### src/sv/epe_pkg.sv
// shared types and constants of the erasure parity encoder
package epe_pkg;

  // store dimensions
  localparam int MAX_DATA_SHARDS   = 32;
  localparam int MAX_PARITY_SHARDS = 16;

  // input commands
  localparam logic CMD_LOAD = 1'b0;
  localparam logic CMD_DATA = 1'b1;

  // configuration register indexes
  localparam logic [1:0] REG_K    = 2'd0;
  localparam logic [1:0] REG_P    = 2'd1;
  localparam logic [1:0] REG_POLY = 2'd2;
  localparam logic [1:0] REG_LEN  = 2'd3;

  // gf(2^8) multiply, shift-and-add with reduction by the given polynomial
  function automatic logic [7:0] gf_mul(input logic [7:0] a, input logic [7:0] b,
                                        input logic [7:0] poly);
    logic [7:0] x;
    logic [7:0] r;
    x = a;
    r = 8'd0;
    for (int i = 0; i < 8; i++) begin
      if (b[i]) r = r ^ x;
      x = {x[6:0], 1'b0} ^ (x[7] ? poly : 8'd0);
    end
    return r;
  endfunction

endpackage

### src/sv/epe_cell.sv
// one parity row cell: coefficient column, gf multiply-accumulate, unload shift
module epe_cell (
  input  logic       clk,
  input  logic       rst_n,
  input  logic       load_we,
  input  logic [$clog2(epe_pkg::MAX_DATA_SHARDS)-1:0] load_col,
  input  logic [7:0] load_val,
  input  logic       mac_en,
  input  logic       row_active,
  input  logic [$clog2(epe_pkg::MAX_DATA_SHARDS)-1:0] rd_col,
  input  logic [7:0] data_byte,
  input  logic [7:0] poly,
  input  logic       dump,
  input  logic       shift,
  input  logic [7:0] shift_in,
  output logic [7:0] shift_out
);
  logic [7:0] coef_mem [epe_pkg::MAX_DATA_SHARDS];
  logic [7:0] coef_r;
  logic [7:0] byte_r;
  logic       mac_r;
  logic [7:0] acc_r;
  logic [7:0] hold_r;

  // coefficient memory, registered read
  always_ff @(posedge clk) begin
    if (load_we) coef_mem[load_col] <= load_val;
    coef_r <= coef_mem[rd_col];
    byte_r <= data_byte;
  end

  // multiply enable, registered alongside the read
  always_ff @(posedge clk) begin
    if (!rst_n) begin
      mac_r <= 1'b0;
    end else begin
      mac_r <= mac_en && row_active;
    end
  end

  // accumulate, and hand the finished sum into the unload chain
  always_ff @(posedge clk) begin
    logic [7:0] sum;
    sum = acc_r ^ (mac_r ? epe_pkg::gf_mul(coef_r, byte_r, poly) : 8'd0);
    if (!rst_n) begin
      acc_r  <= 8'd0;
      hold_r <= 8'd0;
    end else if (dump) begin
      hold_r <= sum;
      acc_r  <= 8'd0;
    end else begin
      acc_r <= sum;
      if (shift) hold_r <= shift_in;
    end
  end

  assign shift_out = hold_r;
endmodule

### config.mk
export PLATFORM = sky130hd
export DESIGN_NAME = epe_cell
export DESIGN_NICKNAME = d
export VERILOG_FILES = /design/src/sv/epe_pkg.sv /design/src/sv/epe_cell.sv
export SDC_FILE = /design/constraint.sdc
export NUM_CORES = 1
export LEC_CHECK = 0
export ABC_AREA = 1
export BUFFER_PORTS_ARGS = -buffer_cell sky130_fd_sc_hd__clkbuf_2
export CELL_PAD_IN_SITES_DETAIL_PLACEMENT = 1
export CELL_PAD_IN_SITES_GLOBAL_PLACEMENT = 2
export CORE_MARGIN = 2
export CORE_UTILIZATION = 36
export CTS_CLUSTER_DIAMETER = 60
export DETAILED_ROUTE_END_ITERATION = 8
export PLACE_DENSITY = 0.85
export SYNTH_ARGS = -nofsm -noshare
export SYNTH_HDL_FRONTEND = slang
export SYNTH_SLANG_ARGS = --single-unit
export TNS_END_PERCENT = 5
### constraint.sdc
create_clock -name clk -period 2.5 [get_ports clk]
set_input_delay 0.125 -clock clk [delete_from_list [all_inputs] [get_ports clk]]
set_output_delay 0.125 -clock clk [all_outputs]
set_load 0.05 [all_outputs]
* Word-level counts from Yosys, hierarchy flattened *
Memory sizes are Yosys's and may differ from the RTL's. A register that Yosys moved wholly into a read port is not among the register bits.
Index checks and enable logic that the tools add are counted.

cells by class
  muxes and demuxes = 20
  bitwise gates (word level) = 16
  reduce and logical (&&, ||, !) cells = 3

operators with widths
  operator            number
  8-bit 2-to-1 mux    18
  8-bit bitwise XOR   15
  1-bit 2-to-1 mux    2
  2-bit nonzero test  1
  2-bit OR reduction  1
  1-bit logical AND   1
  1-bit NOT           1

storage, ports and cells
  flip-flop bits (word level) = 25
  bits in writable memories = 256
  bits of input ports = 49
  output and inout bits = 8
  word-level logic and storage cells = 44
  memories = 1

memory list
  name      words  bits a word  rd ports  clocked after memory_dff  write ports  line            source
  coef_mem  32     8            1         1                         1            epe_cell.sv:18  logic [7:0] coef_mem [epe_pkg::MAX_DATA_SHARDS];

* Logic depth before layout (Yosys ltp) *
  depth after elaboration = 19
  depth in mapped cells = 27
  mapped depth without buffers = 26

* Worst setup path after synthesis *
OpenSTA, ideal clock, no wires.

  kind = register -> register
  start = reg coef_r[7], read port of coef_mem
  end = reg hold_r[3] (netlist: shift_out[3])
  library setup time = 0.120 ns
  data arrival time = 2.302 ns
  data required time = 2.380 ns
  slack = 0.078 ns
  cell stages (with the launch flop) = 27
  buffers on the path = 3
  clock period less this slack = 2.422 ns
  cells stage by stage = dfxtp_1 > buf_4 > nand2_4 > nand2_4 > nand2_4 > buf_6 > nor2_4 > nand2_1 > nand2_1 > nand3_1 > nand2_1 > nand2_1 > nand2_4 > nand3_2 > nand2_4 > buf_8 > nand3_1 > nand2_1 > inv_1 > nand2_1 > nand2_1 > nor2_1 > nand2_1 > nand3_1 > nand2_1 > nand3_1 > a21oi_1

on the way
  cells in the longest elaborated chain, start to end = 19
  elaborated cells on any way between the ends = 31
  those cells by class = mux (16); bitwise (15)

RTL lines
  item                                                          line                          source
  start, declared                                               epe_cell.sv:19                logic [7:0] coef_r;
  8-bit 2-to-1 mux (*)                                          epe_pkg.sv:27                 x = {x[6:0], 1'b0} ^ (x[7] ? poly : 8'd0);
  8-bit bitwise XOR (*)                                         epe_pkg.sv:27
  8-bit bitwise XOR / 8-bit 2-to-1 mux (equally long branches)  epe_pkg.sv:26, epe_pkg.sv:27
  8-bit 2-to-1 mux / 8-bit bitwise XOR (equally long branches)  epe_pkg.sv:26, epe_pkg.sv:27
  8-bit bitwise XOR / 8-bit 2-to-1 mux (equally long branches)  epe_pkg.sv:26, epe_pkg.sv:27
  8-bit 2-to-1 mux / 8-bit bitwise XOR (equally long branches)  epe_pkg.sv:26, epe_pkg.sv:27
  8-bit bitwise XOR / 8-bit 2-to-1 mux (equally long branches)  epe_pkg.sv:26, epe_pkg.sv:27
  8-bit 2-to-1 mux / 8-bit bitwise XOR (equally long branches)  epe_pkg.sv:26, epe_pkg.sv:27
  (+3 left out)                                                 n/a
  8-bit 2-to-1 mux / 8-bit bitwise XOR (equally long branches)  epe_pkg.sv:26, epe_pkg.sv:27
  8-bit bitwise XOR / 8-bit 2-to-1 mux (equally long branches)  epe_pkg.sv:26, epe_pkg.sv:27
  8-bit 2-to-1 mux / 8-bit bitwise XOR (equally long branches)  epe_pkg.sv:26, epe_pkg.sv:27
  8-bit bitwise XOR                                             epe_pkg.sv:26                 if (b[i]) r = r ^ x;
  8-bit 2-to-1 mux (*)                                          epe_pkg.sv:26
  8-bit 2-to-1 mux (*)                                          epe_cell.sv:44                sum = acc_r ^ (mac_r ? epe_pkg::gf_mul(coef_r, byte_r, poly) : 8'd0);
  8-bit bitwise XOR (*)                                         epe_cell.sv:44
  8-bit 2-to-1 mux (*)                                          epe_cell.sv:48                end else if (dump) begin
  end signal, assigned                                          epe_cell.sv:49                hold_r <= sum;
  end signal, assigned                                          epe_cell.sv:53                if (shift) hold_r <= shift_in;
  end, declared                                                 epe_cell.sv:23                logic [7:0] hold_r;

Mark *: on every way between the ends. The rest lies on a longest branch, timed or not.
A chain may end at the register's enable or synchronous reset.

* Final worst setup path *
  start = reg coef_r[7], read port of coef_mem
  end = reg hold_r[4] (netlist: shift_out[4])

The elaborated chain is that of the path after synthesis.

==> summary.md <==
| Metric | Value |
|---|---|
| Chip width | `201.5 um` |
| Routed Wire Length | `42080 um` |
| Simple-gate portion of the synthesized area | `0.2287` |
| Mux contribution to synthesized area | `0` |
| CP Depth | `25` |
| Max Cap Violations | `0` |
| Mapped cell area | `0.01405 mm2` |
| Synthesized Nets | `1519` |
| XOR/XNOR share of the synthesized area | `0.01808` |
| Root Driver | `clkbuf_16` |
| Share of the synthesized area in the top cell type | `0.5473` |
| Worst path slowest cell | `dfxtp_2` |
| Status | `finished with violations` |
| Cts bufs inserted | `34` |
| Antenna violations before repair | `1` |
| ANT nets after route | `0` |
| Antenna Cells | `0` |
| Post-Synth Adder-Cell Area | `0` |
| Drt first-iter violations | `653` |
| Largest family of logic cells by synthesized area | `simple AND/OR/NAND/NOR gates` |
| Fin. Hold Viols | `0` |
| Hold WC Path Type | `input pin to register` |
| Most frequent cells in the layout | `256 x edfxtp_1, 237 x nand2_1, 211 x nor2_1` |
| Drt via density | `5.267` |
| Layout Cells excl Fill | `2165` |
| Combinational power share | `0.240` |
| Vias in the first global route | `12.01k` |
| Site Rows | `72` |
| Flop pwr share | `0.407` |
| Most common cell after layout, fill and taps aside | `edfxtp_1` |
| Worst setup SP type | `register` |
| Warning count from the yosys run | `0` |
| Tmin final | `2.943 ns` |
| Congestion Overflow GR | `0` |
| Nets | `1673` |
| Syn Area/Cell | `9.556 um2` |
| Max Clk Rate | `339.7 MHz` |
| Routed WL per cell | `19.44 um` |
| Worst Tran Pin Value | `0.8204 ns` |
| P per Cell Area | `769.6 mW/mm2` |
| Global placement routability congestion | `0.8233` |
| Power Internal | `0.009170 W` |
| TritonCTS clock tree | `built` |
| Area leader, netlist | `edfxtp_1` |
| Max Buffers Root-to-Sink | `3` |
| Unique cell type count in the Yosys netlist | `34` |
| GRT Util Overall | `0.2101` |
| Final Skew | `0.02236 ns` |
| Synthesis-to-finish area growth | `22.82%` |
| Sw frac | `0.3094` |
| Unrepaired setup endpoints after global routing | `true` |
| Setup slack, reg-to-reg | `-0.44 ns` |
| Failing checks | `setup timing` |
| Buffers on Ports | `56` |
| Leakage | `6.587 nW` |
| Slew Limit Fails | `0` |
| Min Hold Slack | `0.06402 ns` |
| Setup crit end kind | `register` |
| Ports | `57` |
| Worst-path clk slew | `0.06 ns` |
| #FFs+latches synth | `289` |
| CP max FO | `11` |
| Family with the most delay on the worst path | `simple AND/OR/NAND/NOR gates` |
| First-pass GRT wire length | `66120 um` |
| Max_slew headroom | `0.4531` |
| Largest net degree at the start of global routing | `65` |
| # placed instances | `2073` |
| Final setup fails | `16` |
| Area contributors post-synth | `edfxtp_1 55%, nand2_1 7.6%, nor2_1 5.8%, nand3_1 5.8%, o21ai_0 5.3%` |
| CP Data Required Time | `2.96 ns` |
| CP arrival | `3.41 ns` |
| DRC | `0` |
| Die area | `0.04062 mm2` |
| Post-synthesis sequential area ratio | `0.5943` |
| Slowest stage delay, CP | `0.34 ns` |
| Final HPWL DP | `27920 um` |
| Post-Synthesis Cells | `1470` |
| Worst R2R Path Depth | `25` |
| CTS Sinks | `289` |
| Buf/Inv on CP | `3` |
| DR vias | `11.40k` |
| Synth Area in Compound Gates | `0.1056` |
| H-tree depth | `2` |
| Worst VDD drop | `627.3 uV` |
| Die Ht | `201.5 um` |
| Net Switching | `0.004108 W` |
| Core area | `0.03856 mm2` |
| Clk network pwr share | `0.354` |
| Worst hold stages | `2` |
| Crit share post-route | `1.177` |
| Layout Utilization | `0.4475` |
| Layout cell share with drive strength beyond 1 | `0.2089` |
| Critical path class | `register to register` |
| Final setup margin | `-0.4434 ns` |
| TritonRoute pass-1 iters | `5` |
| Worst-Skew Late Latency | `0.55 ns` |
| Setup TNS | `-5.308 ns` |
| Starting Density | `0.3643` |
-- stage by stage --
stage,setup WS [ns],cell area (um2),total power (W)
floorplan,0.07800,14050,0.007353
finish,-0.4434,17250,0.01328
detailed placement,-0.4658,15530,0.008278
global route,-0.6981,17250,0.01396
global placement,-0.3250,15530,0.008191
CTS,-0.3639,16950,0.01315
-- synthesized netlist by cell type, drive strengths merged --
cell type	n
nand2	306
edfxtp	256
nor2	223
nand3	178
o21ai	153
inv	93
clkbuf	60
o221ai	52
dfxtp	33
buf	24
xnor2	20
nand4	17
o22ai	12
a21oi	9
xor2	9
a31oi	8
a32oi	8
clkinv	4
o21bai	2
a21boi	1
nand2b	1
or2	1
-- state kept, by name, summed over array words and instances (netlist names) --
signal,count
byte_r,8
mac_r,1
shift_out,8
coef_mem,256
coef_r,8
acc_r,8
-- cell families after synthesis --
logic type / Yosys count
AOI/OAI and AO/OA: 245
buffers and inverters: 181
DFF: 289
and+or+nand+nor: 726
xor gates and xnor gates: 29
-- worst reg2reg max path, delay by kind of cell, from the launching register on --
kind	cells	cell delay, ns
flops	1	0.34
simple gates	20	1.86
xor+xnor	1	0.17
compound gates	1	0.14
buf+inv	3	0.34
-- layer usage --
layer  vias up  part of all wire  routed length, um  GRT usage
met5         -           0.00024                 10          0
met4         2             0.026               1095    0.07511
met3        63             0.041               1722    0.03385
met2       206              0.51              21650     0.3814
met1      5679              0.42              17600     0.2507
li1       5454                 -                  -          -
-- area by class of cell --
class                           instances  area (um2)
Clock buffer                           43       884.6
Inverter                               97       365.4
Fill cell                            4420       21300
Multi-Input combinational cell       1004        5328
Tap cell                              518       648.1
Sequential cell                       289        8351
Clock inverter                         16       162.7
Timing Repair Buffer                  198        1514
-- final timing paths --
check | from | end
max reg2reg | coef_r[7] | shift_out[4]
min reg2reg | acc_r[5] | acc_r[5]
min | rd_col[4] | coef_r[0]
max | coef_r[7] | shift_out[4]
-- what timing repair did --
item / in CTS / in global routing
buffers inserted: 2 / 5
pin swaps: 13 / 37
hold endpoints to repair: 17 / 0
hold buffers: 21 / 0
setup endpoints to repair: 16 / 16
gates cloned: 4 / 1
resized for setup: 37 / 60
-- power by group through the flow --
stage          combinational, W  clock (W)  sequential [W]
3_5_place_dp            0.00278          0         0.00550
2_1_floorplan           0.00185          0         0.00550
5_1_grt                 0.00356    0.00499         0.00541
3_3_place_gp            0.00269          0         0.00550
4_1_cts                 0.00294    0.00481         0.00540
6_report                0.00318    0.00470         0.00540
Power figures use the tool's default switching activity.
